==> src/rtl/framed_zigzag_varint_decoder_defines.svh <==
// Assertion macros shared by the decoder RTL.
`ifndef FRAMED_ZIGZAG_VARINT_DECODER_DEFINES_SVH
`define FRAMED_ZIGZAG_VARINT_DECODER_DEFINES_SVH

// Same-cycle implication, checked outside reset.
`define FZVD_ASSERT_NOW(label, clk, rstn, ante, cons, msg) \
    label: assert property (@(posedge clk) disable iff (!(rstn)) (ante) |-> (cons)) \
        else $error(msg);

// Next-cycle implication, checked outside reset.
`define FZVD_ASSERT_NEXT(label, clk, rstn, ante, cons, msg) \
    label: assert property (@(posedge clk) disable iff (!(rstn)) (ante) |=> (cons)) \
        else $error(msg);

`endif

==> src/rtl/fzvd_pkg.sv <==
`timescale 1ns / 1ps

package fzvd_pkg;

    localparam int VALUE_BITS_DEF = 64;
    localparam int BYTE_W         = 8;
    localparam int FIELD_W        = 64;
    localparam int REC_W          = 16;
    localparam int TDATA_W        = FIELD_W + REC_W;
    localparam int TUSER_W        = 2;
    localparam int GroupBits      = 7;
    localparam int GP_W           = 4;

    localparam logic [BYTE_W-1:0]    MARKER_BYTE = 8'hFF;
    localparam int                   CONT_BIT    = 7;
    localparam int                   LONG_BIT    = 1;
    localparam logic [GP_W-1:0]      GP_MAX      = 4'd15;
    localparam logic [REC_W-1:0]     REC_MAX     = 16'hFFFF;

    typedef enum logic [3:0] {
        PH_MARKER = 4'b0001,
        PH_HEADER = 4'b0010,
        PH_VARINT = 4'b0100,
        PH_HALTED = 4'b1000
    } phase_t;

    typedef struct packed {
        logic [REC_W-1:0]          record_number;
        logic signed [FIELD_W-1:0] field_value;
        logic                      overflow;
        logic                      is_long;
        logic                      last_field;
    } result_t;

endpackage

==> src/rtl/framed_zigzag_varint_decoder.sv <==
`timescale 1ns / 1ps
`include "framed_zigzag_varint_decoder_defines.svh"

// Framed zigzag varint decoder. Takes one stream byte per cycle on the s_ side
// while s_tready is high: every byte is absorbed by a single registered state
// update (marker check, header capture, or merge of one seven-bit group into
// the accumulator). A field's result is registered into the output register, or
// into the skid register while the output register is held, when its final
// varint byte is taken. A two-entry output buffer (output register plus skid
// register) keeps s_tready high for one extra result while m_tready is low. A
// missing 0xFF record marker halts decoding; bytes are then consumed and dropped
// until reset. Values are accumulated at VALUE_BITS and sign-extended to 64 bits.
module framed_zigzag_varint_decoder #(
    parameter int VALUE_BITS = fzvd_pkg::VALUE_BITS_DEF
) (
    input  logic                         aclk,
    input  logic                         aresetn,
    input  logic                         s_tvalid,
    output logic                         s_tready,
    input  logic [fzvd_pkg::BYTE_W-1:0]  s_tdata,   // [7:0] data_byte
    output logic                         m_tvalid,
    input  logic                         m_tready,
    output logic [fzvd_pkg::TDATA_W-1:0] m_tdata,   // [63:0] field_value, [79:64] record_number
    output logic                         m_tlast,   // last_field
    output logic [fzvd_pkg::TUSER_W-1:0] m_tuser    // [0] is_long, [1] overflow
);
    import fzvd_pkg::*;

    phase_t                  phase_reg, phase_next;
    logic [VALUE_BITS-1:0]   acc_reg, acc_next;
    logic [GP_W-1:0]         gp_reg, gp_next;
    logic                    long_reg, long_next;
    logic                    more_reg, more_next;
    logic [REC_W-1:0]        rec_reg, rec_next;
    logic                    ovf_reg, ovf_next;

    result_t                 out_reg, skid_reg, gen_result;
    logic                    out_valid_reg, skid_valid_reg;
    logic                    gen_valid;
    logic                    s_fire;
    logic                    out_free;

    logic [GroupBits-1:0]    payload;
    logic [VALUE_BITS-1:0]   lane_bits;
    logic [VALUE_BITS-1:0]   acc_merged;
    logic [GroupBits-1:0]    drop_mask;
    logic                    ovf_merged;
    logic [6:0]              shift;
    logic [VALUE_BITS-1:0]   zz;

    assign s_tready = !skid_valid_reg;
    assign s_fire   = s_tvalid && s_tready;
    assign out_free = !out_valid_reg || m_tready;

    assign payload = s_tdata[GroupBits-1:0];
    assign shift   = 7'({gp_reg, 3'b000}) - 7'(gp_reg);

    // Each accumulator bit belongs to one fixed group and one bit within it.
    for (genvar gi = 0; gi < VALUE_BITS; gi++) begin : g_lane
        assign lane_bits[gi] = payload[gi % GroupBits] && (gp_reg == GP_W'(gi / GroupBits));
    end

    // Payload bits landing at or above VALUE_BITS are dropped.
    for (genvar bi = 0; bi < GroupBits; bi++) begin : g_drop
        assign drop_mask[bi] = (8'(shift) + 8'(bi)) >= 8'(VALUE_BITS);
    end

    assign acc_merged = acc_reg | lane_bits;
    assign ovf_merged = ovf_reg || |(payload & drop_mask);
    assign zz         = {1'b0, acc_merged[VALUE_BITS-1:1]} ^ {VALUE_BITS{acc_merged[0]}};

    always_comb begin
        gen_result.record_number = rec_reg;
        gen_result.field_value   = FIELD_W'($signed(zz));
        gen_result.overflow      = ovf_merged;
        gen_result.is_long       = long_reg;
        gen_result.last_field    = !more_reg;
    end

    always_comb begin
        phase_next = phase_reg;
        acc_next   = acc_reg;
        gp_next    = gp_reg;
        long_next  = long_reg;
        more_next  = more_reg;
        rec_next   = rec_reg;
        ovf_next   = ovf_reg;
        gen_valid  = 1'b0;
        if (s_fire) begin
            unique case (phase_reg)
                PH_MARKER: begin
                    if (s_tdata == MARKER_BYTE) begin
                        if (rec_reg != REC_MAX) begin
                            rec_next = rec_reg + 1'b1;
                        end
                        phase_next = PH_HEADER;
                    end else begin
                        phase_next = PH_HALTED;
                    end
                end
                PH_HEADER: begin
                    more_next  = s_tdata[CONT_BIT];
                    long_next  = s_tdata[LONG_BIT];
                    acc_next   = '0;
                    gp_next    = '0;
                    ovf_next   = 1'b0;
                    phase_next = PH_VARINT;
                end
                PH_VARINT: begin
                    acc_next = acc_merged;
                    ovf_next = ovf_merged;
                    if (gp_reg != GP_MAX) begin
                        gp_next = gp_reg + 1'b1;
                    end
                    if (!s_tdata[CONT_BIT]) begin
                        gen_valid  = 1'b1;
                        phase_next = more_reg ? PH_HEADER : PH_MARKER;
                    end
                end
                PH_HALTED: begin
                    phase_next = PH_HALTED;
                end
                default: begin
                    phase_next = PH_HALTED;
                end
            endcase
        end
    end

    always_ff @(posedge aclk) begin
        if (!aresetn) begin
            phase_reg <= PH_MARKER;
            acc_reg   <= '0;
            gp_reg    <= '0;
            long_reg  <= 1'b0;
            more_reg  <= 1'b0;
            rec_reg   <= '0;
            ovf_reg   <= 1'b0;
        end else begin
            phase_reg <= phase_next;
            acc_reg   <= acc_next;
            gp_reg    <= gp_next;
            long_reg  <= long_next;
            more_reg  <= more_next;
            rec_reg   <= rec_next;
            ovf_reg   <= ovf_next;
        end
    end

    // Output register with one skid entry behind it.
    always_ff @(posedge aclk) begin
        if (!aresetn) begin
            out_valid_reg  <= 1'b0;
            skid_valid_reg <= 1'b0;
        end else if (skid_valid_reg) begin
            if (m_tready) begin
                out_valid_reg  <= 1'b1;
                skid_valid_reg <= 1'b0;
            end
        end else if (out_free) begin
            out_valid_reg <= gen_valid;
        end else if (gen_valid) begin
            skid_valid_reg <= 1'b1;
        end
    end

    always_ff @(posedge aclk) begin
        if (skid_valid_reg) begin
            if (m_tready) begin
                out_reg <= skid_reg;
            end
        end else if (out_free) begin
            if (gen_valid) begin
                out_reg <= gen_result;
            end
        end else if (gen_valid) begin
            skid_reg <= gen_result;
        end
    end

    assign m_tvalid = out_valid_reg;
    assign m_tdata  = {out_reg.record_number, out_reg.field_value};
    assign m_tlast  = out_reg.last_field;
    assign m_tuser  = {out_reg.overflow, out_reg.is_long};

    `FZVD_ASSERT_NOW(a_skid_behind_out, aclk, aresetn, skid_valid_reg, out_valid_reg,
        "skid entry held while output register empty")

    `FZVD_ASSERT_NEXT(a_halt_sticks, aclk, aresetn, phase_reg == PH_HALTED,
        phase_reg == PH_HALTED, "decoder left halted state without reset")

    `FZVD_ASSERT_NEXT(a_rec_monotonic, aclk, aresetn, 1'b1,
        rec_reg >= $past(rec_reg), "record counter decreased")

    `FZVD_ASSERT_NOW(a_result_from_varint, aclk, aresetn, gen_valid,
        phase_reg == PH_VARINT && s_fire, "result produced outside varint phase")

endmodule
==> config.mk <==
export PLATFORM = sky130hd
export DESIGN_NAME = framed_zigzag_varint_decoder
export DESIGN_NICKNAME = d
export VERILOG_FILES = /design/src/rtl/fzvd_pkg.sv /design/src/rtl/framed_zigzag_varint_decoder.sv
export VERILOG_INCLUDE_DIRS = /design/src /design/src/rtl
export SDC_FILE = /design/constraint.sdc
export NUM_CORES = 1
export LEC_CHECK = 0
export ABC_AREA = 1
export BUFFER_PORTS_ARGS = -buffer_cell sky130_fd_sc_hd__buf_2
export CORE_ASPECT_RATIO = 1.4
export CORE_UTILIZATION = 30
export CTS_BUF_LIST = sky130_fd_sc_hd__clkbuf_4 sky130_fd_sc_hd__clkbuf_8 sky130_fd_sc_hd__clkbuf_16
export CTS_CLUSTER_DIAMETER = 150
export DETAILED_ROUTE_END_ITERATION = 8
export GPL_TIMING_DRIVEN = 0
export HOLD_SLACK_MARGIN = 0.08
export PLACE_DENSITY = 0.47
export SYNTH_ARGS = -nofsm -noshare
export SYNTH_HDL_FRONTEND = slang
export SYNTH_SLANG_ARGS = --single-unit
==> constraint.sdc <==
create_clock -name aclk -period 6.9 [get_ports aclk]
set_input_delay 1.38 -clock aclk [delete_from_list [all_inputs] [get_ports aclk]]
set_output_delay 1.38 -clock aclk [all_outputs]
set_load 0.05 [all_outputs]
# ---- Word-level counts from Yosys, hierarchy flattened
# Cells that the tools add are included.
dict set report word_totals {
  reg_bits 259
  in_bits 12
  elab_cells 163
}
dict set report op_classes {
  n_addsub 9
  order_cmp 7
  eq_ne 18
  n_mux 22
  bitwise_logic 5
  n_reduce_logical 83
}
# op n
set op_table {}
lappend op_table {{83-bit two-way mux} 4}
lappend op_table {{64-bit one-hot mux with 2 select lines} 1}
lappend op_table {{1-bit logical AND} 65}
lappend op_table {{64-bit OR} 1}
lappend op_table {{63-bit by 64-bit XOR with 64-bit output} 1}
lappend op_table {{8-bit by 7-bit greater-or-equal comparator with 1-bit output, second input constant} 6}
lappend op_table {{7-bit by 3-bit adder with 8-bit output, second input constant} 3}
lappend op_table {{4-bit by 3-bit == test with 1-bit output, second input constant} 5}
lappend op_table {{16-bit by 1-bit adder with 16-bit output, second input constant} 1}
lappend op_table {{7-bit by 2-bit adder with 8-bit output, second input constant} 2}
lappend op_table {{16-bit inequality test, second input constant} 1}
lappend op_table {{4-bit by 2-bit == test with 1-bit output, second input constant} 3}
lappend op_table {{4-bit two-way mux} 3}
lappend op_table {{4-bit one-hot mux with 3 select lines} 1}
lappend op_table {{1-bit two-way mux} 10}
lappend op_table {{3-bit AND reduction} 3}
lappend op_table {{7-bit by 1-bit adder with 8-bit output, second input constant} 1}
lappend op_table {{4-bit by 1-bit == test with 1-bit output, second input constant} 2}
lappend op_table {{4-bit == test, second input constant} 2}
lappend op_table {{8-bit == test, second input constant} 1}
lappend op_table {{4-bit one-hot mux with 2 select lines} 1}
lappend op_table {{2-bit AND reduction} 4}
lappend op_table {{7-bit AND} 1}
lappend op_table {{7-bit greater-or-equal comparator, second input constant} 1}
lappend op_table {{13 further kinds} 21}

# ---- Longest topological paths before layout
# Gate-level depths: netlist (run 1).
dict set report depth {
  depth_word 9
  mapped_depth 15
}

# ---- Least setup slack after synthesis (run 1)
# OpenSTA, ideal clock, no wires.
dict set report synth_path {
  path_type {input-to-reg}
  from {input s_tvalid}
  to {register out_reg (netlist bit m_tdata[0]), enable pin}
  setup_ns 0.526
  t_arrival_ns 5.475
  slack_ns 0.900
  cell_stages 7
  path_buffers 1
  path_cell_list {nand2_1 nor2_1 buf_2 nand2_1 nand2_1 nand2_1 nor2_1}
}
dict set report synth_via {
  elab_chain_cells 4
}
# item line_no
set synth_lines {}
lappend synth_lines {{start: declaration} framed_zigzag_varint_decoder.sv:18} ;# input logic s_tvalid,
lappend synth_lines {{1-bit logical AND} framed_zigzag_varint_decoder.sv:52} ;# assign s_fire = s_tvalid && s_tready;
lappend synth_lines {{1-bit two-way mux} framed_zigzag_varint_decoder.sv:89} ;# if (s_fire) begin
lappend synth_lines {{2-bit nonzero test (no line)} -}
lappend synth_lines {{3-bit AND reduction (no line)} -}
lappend synth_lines {{end signal: assignment} framed_zigzag_varint_decoder.sv:170} ;# out_reg <= skid_reg;
lappend synth_lines {{end signal: assignment} framed_zigzag_varint_decoder.sv:174} ;# out_reg <= gen_result;
lappend synth_lines {{end: declaration} framed_zigzag_varint_decoder.sv:37} ;# result_t out_reg, skid_reg, gen_result;
# Every way passes these cells.
# A chain may end at the register's enable or synchronous reset.

# ---- Final worst setup path (run 1)
dict set report layout_path {
  from {input s_tvalid}
  to {register skid_reg[30] (netlist name), enable pin}
}
dict set report layout_via {
  elab_chain_cells 3
}
# item line_no
set layout_lines {}
lappend layout_lines {{1-bit logical AND} framed_zigzag_varint_decoder.sv:52}
lappend layout_lines {{1-bit two-way mux} framed_zigzag_varint_decoder.sv:89}
lappend layout_lines {{3-bit AND reduction (no line)} -}
lappend layout_lines {{end signal: assignment} framed_zigzag_varint_decoder.sv:177} ;# skid_reg <= gen_result;
lappend layout_lines {{end: declaration} framed_zigzag_varint_decoder.sv:37}
# Every way passes these cells.

==> impl_metrics.toml, run 1 <==
[pwr]
vdd_ir_drop_max_mv = 0.151
combinationalPowerShare = 0.033
seq_power_share = 0.517
p_per_area_nw_per_um2 = 234
power_switching_share = 0.213
total_leakage_power_nw = 5.03
p_switching_mw = 0.678
internal_cell_power_mw = 2.50
clockPowerShare = 0.450

[clock_network]
count_of_cells_resized_by_post_cts_repair = 0
cts.reportedPaths.clkPinSlew_ps = 60
clkSinkCount = 259
cts_buffer_depth = 3
post-cts-setup-buffer-count = 0
tritoncts = "built"
count_of_hold_buffers_inserted_by_post_cts_repair = 0
cts_made_buffers = 26
clk_latency_ps = 550
cts_root_buf = "sky130_fd_sc_hd__clkbuf_16"
cts_htree_levels = 1

[die]
x_dimension_of_the_die_um = 168
effective_utilization_at_floorplan = 0.306
coreArea_um2 = 37700
placement_rows = 84
fp.dieArea_um2 = 39300
pin_count = 97
chipHeight_um = 234

[min_path]
min_path_type = "flip-flop to flip-flop"
holdPathEnd = "skid_reg[69]"
min_from = "rec_reg[2]"
worstHoldPathCells = 0

[job]
max-cap-violations = 0

[timing]
setup-tns-final_ps = 0
finalHoldViolCount = 0
rsz0062_at_grt = "false"
slew_at_the_pin_with_the_worst_max_slew_slack_ps = 878
worst_clock_skew_ps = 17.8
worst_hold_slack_ps = 457
setup_viol = 0
max_freq_ghz = 0.302
drv_slew = 0
finalCriticalPeriod_ps = 3310
final_min_period_over_clock_period = 0.480
worst_slew_margin_rel = 0.413

[logic_synthesis]
synth.ff_latch_count = 259
mapped_area_um2 = 11500
yosysTopAreaCellShare = 0.432
post_synth_inst_count = 1141
synth_most_common_cell = "sky130_fd_sc_hd__nand2_1"
synth_area_leaders = "sky130_fd_sc_hd__edfxtp_1, sky130_fd_sc_hd__dfxtp_1, sky130_fd_sc_hd__nand2_1, sky130_fd_sc_hd__xor2_2, sky130_fd_sc_hd__o21bai_1"
yosys-top-cells-count = "sky130_fd_sc_hd__nand2_1, sky130_fd_sc_hd__edfxtp_1, sky130_fd_sc_hd__dfxtp_1"
ys_async_sr_fraction = 0
synth-warning-count = 0
yosys.area.top_type = "sky130_fd_sc_hd__edfxtp_1"
sequential_fraction_of_the_synthesis_area = 0.593
syn_nets = 1160
synth_edf_count = 166
syn-mean-instance-area_um2 = 10.1
synthDistinctLibCells = 47
synth_ff_type = "sky130_fd_sc_hd__edfxtp_1"

[setup_path]
required_ps = 7130
r2r_start = "phase_reg[2]"
r2r_setup_slack_ps = 3750
critical_path_peak_fanout = 30
critical_path_end_type = "flip-flop"
arrival_ps = 3550
worstRegToRegCells = 9
worstSetupPathType = "input port to flip-flop"
worst_reg2reg_endpoint = "skid_reg[30]"
worstSetupStartpointType = "input port"

[layout]
layout.nets = 1288
filler_cell_count = 3785
area.growth.synth_to_final_pct = 17.5
fraction_of_layout_instances_using_a_drive_strength_above_1 = 0.182
largest_reg_flops = 83
insertedDiodeCount = 0
finalCoreUtilization = 0.360

[global_routing]
grt_pass1_vias = 8097
grt_start_max_net_pins = 35
grtUsageTotal = 0.149
initial_antenna_violation_count = 1
grt_overflow = 0
grt_first_pass_wirelength_um = 45300

[detailed_routing]
via_count = 8075
drt_pass1_iterations = 5
wire_per_inst_um = 16.5
remaining_drc_errors = 0
initialDrtViolationCount = 435
wl_um = 29100
routed_via_density = 4.58
ant_nets = 0

[status]
outcome = "completed"

[placed_design]
io_buffer_count = 96
gpl.final_weighted_congestion = 0.825
dp.final_hpwl_um = 20200
worst max-delay path by stage:
stage / from / to / slack, ps
after floorplan: s_tvalid / m_tdata[0] / 900
after global placement: s_tvalid / skid_reg[37] / -1600
after detailed placement: s_tvalid / skid_reg[12] / 2920
after CTS: s_tvalid / skid_reg[29] / 3520
after global routing: s_tvalid / m_tdata[37] / 3350
final: s_tvalid / skid_reg[30] / 3590
logic make-up (layout without fill, tap and decap cells):
group,count (synthesis),in the layout,synth area share
XOR/XNOR,68,68,0.0757
AO/OA/AOI/OAI,190,190,0.0992
buffers and inverters,108,256,0.0425
adder cells (fa/ha/maj),7,7,0.00759
flip-flops,259,259,0.593
AND/OR/NAND/NOR,509,509,0.182
layout make-up:
class,count,area (µm²),area share
clock buffer,40,792,0.0584
tap,473,592,0.0436
buffer,52,280,0.0207
clock inverter,8,66.3,0.00489
sequential,259,6850,0.505
inverter,56,210,0.0155
timing repair buffer,100,561,0.0413
multi-input combinational,774,4220,0.311
routing by layer:
| metal | global-route usage | part of all wire | routed length, µm | up-vias |
|---|---|---|---|---|
| met4 | 0.0556 | 0.026 | 769 | 2 |
| met2 | 0.280 | 0.52 | 15100 | 143 |
| met1 | 0.171 | 0.42 | 12100 | 3854 |
| met3 | 0.0199 | 0.037 | 1070 | 43 |
| li1 | - | - | - | 4033 |
| met5 | 0 | 0.00034 | 10 | - |
metrics by stage:
| stage | total power [mW] | std cells | area (µm²) | setup WS (ps) |
|---|---|---|---|---|
| final | 3.18 | 1762 | 13600 | 3590 |
| after global routing | 3.29 | 1762 | 13600 | 3350 |
| after CTS | 3.23 | 1762 | 13600 | 3520 |
| after detailed placement | 1.78 | 1714 | 12700 | 2920 |
| after global placement | 1.78 | 1710 | 12600 | -1600 |
| after floorplan | 1.75 | 1141 | 11500 | 900 |
power groups by stage:
stage          registers (mW)  clock network [mW]  logic, mW
2_1_floorplan            1.68                   0     0.0688
6_report                 1.64                1.43      0.104
3_3_place_gp             1.68                   0      0.106
5_1_grt                  1.64                1.53      0.116
4_1_cts                  1.64                1.48      0.107
3_5_place_dp             1.68                   0      0.106
layout by cell type (no fill, tap or decap), types with 3 or more instances in the layout:
cell,n
sky130_fd_sc_hd__clkbuf_8,3
sky130_fd_sc_hd__xor2_1,30
sky130_fd_sc_hd__buf_4,3
sky130_fd_sc_hd__nor2_1,39
sky130_fd_sc_hd__nand3_1,21
sky130_fd_sc_hd__o21ai_0,29
sky130_fd_sc_hd__nand4_1,6
sky130_fd_sc_hd__xor2_2,37
sky130_fd_sc_hd__a21oi_1,87
sky130_fd_sc_hd__clkbuf_16,27
sky130_fd_sc_hd__ha_1,7
sky130_fd_sc_hd__inv_2,11
sky130_fd_sc_hd__clkinv_2,5
sky130_fd_sc_hd__buf_12,5
sky130_fd_sc_hd__buf_1,3
sky130_fd_sc_hd__o21bai_1,63
sky130_fd_sc_hd__edfxtp_1,166
sky130_fd_sc_hd__clkbuf_4,10
sky130_fd_sc_hd__nor2_2,3
sky130_fd_sc_hd__clkinv_1,5
sky130_fd_sc_hd__nand2_1,403
sky130_fd_sc_hd__buf_2,106
sky130_fd_sc_hd__inv_1,41
sky130_fd_sc_hd__dfxtp_1,93
sky130_fd_sc_hd__nor3_1,17
sky130_fd_sc_hd__buf_6,3
sky130_fd_sc_hd__clkbuf_1,30
critical path, cell delays in order:
cell and delay, ps:
sky130_fd_sc_hd__buf_2 90, sky130_fd_sc_hd__nand2_1 100, sky130_fd_sc_hd__nor2_1 250, sky130_fd_sc_hd__buf_2 310, sky130_fd_sc_hd__nand2_1 180, sky130_fd_sc_hd__nor2_4 660, sky130_fd_sc_hd__buf_12 290, sky130_fd_sc_hd__buf_12 230
No activity file was read; power rests on OpenSTA's default activity.
==> inputs of run 2 (changes only) <==
ABC_AREA = 0   (was 1)
PLACE_DENSITY = 0.48   (was 0.47)
clock period = 2.65 ns   (was 6.9 ns; I/O delays follow)
==> impl_metrics.toml, run 2 <==
[detailed_routing]
wire_per_inst_um = 18.6
met1Wirelength_um = 11800
initialDrtViolationCount = 384
ant_nets = 0
route.met2.wl_um = 13900
route.met3.wl_um = 1410
top_layer_used = "met4"
routed_via_density = 4.75
drt_pass1_iterations = 7
wl_um = 28000
via_count = 7142
remaining_drc_errors = 16

[timing]
finalHoldViolCount = 0
setup-tns-final_ps = 0
slew_at_the_pin_with_the_worst_max_slew_slack_ps = 995
final_min_period_over_clock_period = 0.959
rsz0062_at_grt = "false"
max_freq_ghz = 0.394
finalCriticalPeriod_ps = 2540
drv_slew = 0
setup_viol = 0
worst_clock_skew_ps = 12.2
worst_slew_margin_rel = 0.337

[setup_path]
critical_path_peak_fanout = 11
r2r_setup_slack_ps = 120
worstSetupPathType = "flip-flop to output pin"
worstRegToRegCells = 8
arrival_ps = 2010
critical_path_end_type = "output pin"
required_ps = 2120
setup.worst_path.end = "s_tready"
worst_reg2reg_endpoint = "m_tuser[1]"
worstSetupStartpointType = "flip-flop"
r2r_start = "gp_reg[3]"
launching_element_of_the_worst_setup_path = "skid_valid_reg"

[logic_synthesis]
synth_area_leaders = "sky130_fd_sc_hd__edfxtp_1, sky130_fd_sc_hd__dfxtp_1, sky130_fd_sc_hd__mux2_2, sky130_fd_sc_hd__xnor2_1, sky130_fd_sc_hd__a22oi_1"
yosysTopAreaCellShare = 0.444
syn-mean-instance-area_um2 = 12.8
synth.ff_latch_count = 259
mapped_area_um2 = 11200
synth_most_common_cell = "sky130_fd_sc_hd__edfxtp_1"
synth_ff_type = "sky130_fd_sc_hd__edfxtp_1"
post_synth_inst_count = 874
ys_async_sr_fraction = 0
synth_edf_count = 166
synthDistinctLibCells = 61
yosys-top-cells-count = "sky130_fd_sc_hd__edfxtp_1, sky130_fd_sc_hd__dfxtp_1, sky130_fd_sc_hd__mux2_2"
syn_nets = 893
yosys.area.top_type = "sky130_fd_sc_hd__edfxtp_1"
sequential_fraction_of_the_synthesis_area = 0.610
synth-warning-count = 0

[pwr]
power_switching_share = 0.208
combinationalPowerShare = 0.033
vdd_ir_drop_max_mv = 0.383
power.total_mw = 8.46
p_switching_mw = 1.76
internal_cell_power_mw = 6.70
total_leakage_power_nw = 4.71
p_per_area_nw_per_um2 = 623
seq_power_share = 0.507
clockPowerShare = 0.460

[die]
placement_rows = 83
effective_utilization_at_floorplan = 0.305
coreArea_um2 = 36800
chipHeight_um = 231
x_dimension_of_the_die_um = 165
fp.dieArea_um2 = 38200
pin_count = 97

[layout]
insertedDiodeCount = 0
filler_cell_count = 3669
area.growth.synth_to_final_pct = 21.1
largest_reg_flops = 83
postLayoutCellArea_um2 = 13600
mostFrequentLayoutCell = "sky130_fd_sc_hd__edfxtp_1"
mostFrequentLayoutCells = "sky130_fd_sc_hd__edfxtp_1, sky130_fd_sc_hd__buf_2, sky130_fd_sc_hd__dfxtp_1, sky130_fd_sc_hd__mux2_2, sky130_fd_sc_hd__a21oi_1"
fraction_of_layout_instances_using_a_drive_strength_above_1 = 0.289
layout.nets = 1033

[clock_network]
clk_latency_ps = 550
cts_buffer_depth = 3
clkSinkCount = 259
count_of_hold_buffers_inserted_by_post_cts_repair = 0
cts_htree_levels = 1
cts_made_buffers = 27
cts.reportedPaths.clkPinSlew_ps = 60
tritoncts = "built"
cts_root_buf = "sky130_fd_sc_hd__clkbuf_16"

[global_routing]
grt_overflow = 0
grtUsageTotal = 0.148
grt_first_pass_wirelength_um = 42800
grt_pass1_vias = 7328
grt_start_max_net_pins = 47
initial_antenna_violation_count = 0

[status]
failing_checks = "design-rule violations"
outcome = "complete, but fails checks"

[job]
max-cap-violations = 0

[placed_design]
gpl.final_weighted_congestion = 0.815
io_buffer_count = 95
placed_cell_area_um2 = 12400
dp.final_hpwl_um = 18500

[min_path]
worstHoldPathCells = 2
min_path_type = "input port to flip-flop"
## run 2: cell count changes in the layout (fill, tap and decap cells not counted), moves of 21 or more
| cell | previous run | this run |
|---|---|---|
| sky130_fd_sc_hd__a22oi_1 | 0 | 63 |
| sky130_fd_sc_hd__mux2_2 | 0 | 81 |
| sky130_fd_sc_hd__xor2_2 | 37 | 0 |
| sky130_fd_sc_hd__inv_1 | 41 | 8 |
| sky130_fd_sc_hd__nor2b_1 | 0 | 67 |
| sky130_fd_sc_hd__nor2_1 | 39 | 17 |
| sky130_fd_sc_hd__xnor2_1 | 1 | 69 |
| sky130_fd_sc_hd__o21ai_0 | 29 | 8 |
| sky130_fd_sc_hd__nand2_1 | 403 | 17 |
| sky130_fd_sc_hd__o21bai_1 | 63 | 3 |
## run 2: cell families (layout without fill, tap and decap cells)
logic type | count (synthesis) | in the layout | synth area share
AO/OA/AOI/OAI | 170 | 171 | 0.0980
XOR/XNOR | 80 | 80 | 0.0624
adder cells (fa/ha/maj) | 7 | 7 | 0.00780
buffers and inverters | 78 | 238 | 0.0289
flip-flops | 259 | 259 | 0.610
multiplexers | 87 | 87 | 0.0866
AND/OR/NAND/NOR | 193 | 193 | 0.106
## run 2: final cells by class
class	instances	area [µm²]	share of cell area
Sequential cell	259	6850	0.504
Multi-Input combinational cell	538	4200	0.309
Clock inverter	14	149	0.0110
Clock buffer	36	756	0.0556
Tap cell	467	584	0.0430
Inverter	10	45.0	0.00332
Timing Repair Buffer	115	668	0.0492
Buffer	63	330	0.0243
## run 2: how the worst min path moves through the flow
stage / from / end / slack, ps
3_5_place_dp: long_reg / skid_reg[1] / 460
3_3_place_gp: long_reg / skid_reg[1] / 450
4_1_cts: m_tready / skid_valid_reg / 210
5_1_grt: m_tready / skid_valid_reg / 300
6_report: m_tready / skid_valid_reg / 280
2_1_floorplan: long_reg / skid_reg[1] / 430
## run 2: through the flow
stage | utilization | setup slack [ps] | hold slack [ps] | cells
global placement | 0.335 | -3130 | 453 | 1436
floorplan | - | -1450 | 426 | 874
CTS | 0.367 | -58.3 | 213 | 1498
global route | 0.370 | 9.76 | 296 | 1502
finish | 0.370 | 109 | 283 | 1502
detailed placement | 0.338 | -879 | 460 | 1443
## run 2: layer usage
layer,global-route usage,up-vias
li1,-,3484
met1,0.186,3436
met2,0.249,169
met3,0.0223,53
met4,0.0591,0
met5,0,-
## run 2: critical path: stages, from the launching register on
cell                         delay, ps
sky130_fd_sc_hd__dfxtp_1           300
sky130_fd_sc_hd__clkbuf_1          410
sky130_fd_sc_hd__clkinvlp_4        420
sky130_fd_sc_hd__buf_2             320
## run 2: power groups by stage
| stage | Combinational (mW) | Sequential [mW] | Clock (mW) |
|---|---|---|---|
| 2_1_floorplan | 0.183 | 4.37 | 0 |
| 3_5_place_dp | 0.279 | 4.37 | 0 |
| 5_1_grt | 0.307 | 4.28 | 4.15 |
| 4_1_cts | 0.285 | 4.28 | 4.01 |
| 3_3_place_gp | 0.280 | 4.37 | 0 |
| 6_report | 0.283 | 4.29 | 3.89 |
## run 2: repair_timing
| action | 4_1_cts | 5_1_grt |
|---|---|---|
| gates cloned | 0 | 1 |
| gates resized for setup | 21 | 29 |
| pin swaps | 4 | 5 |
| setup buffers | 10 | 3 |
| setup endpoints to repair | 195 | 147 |
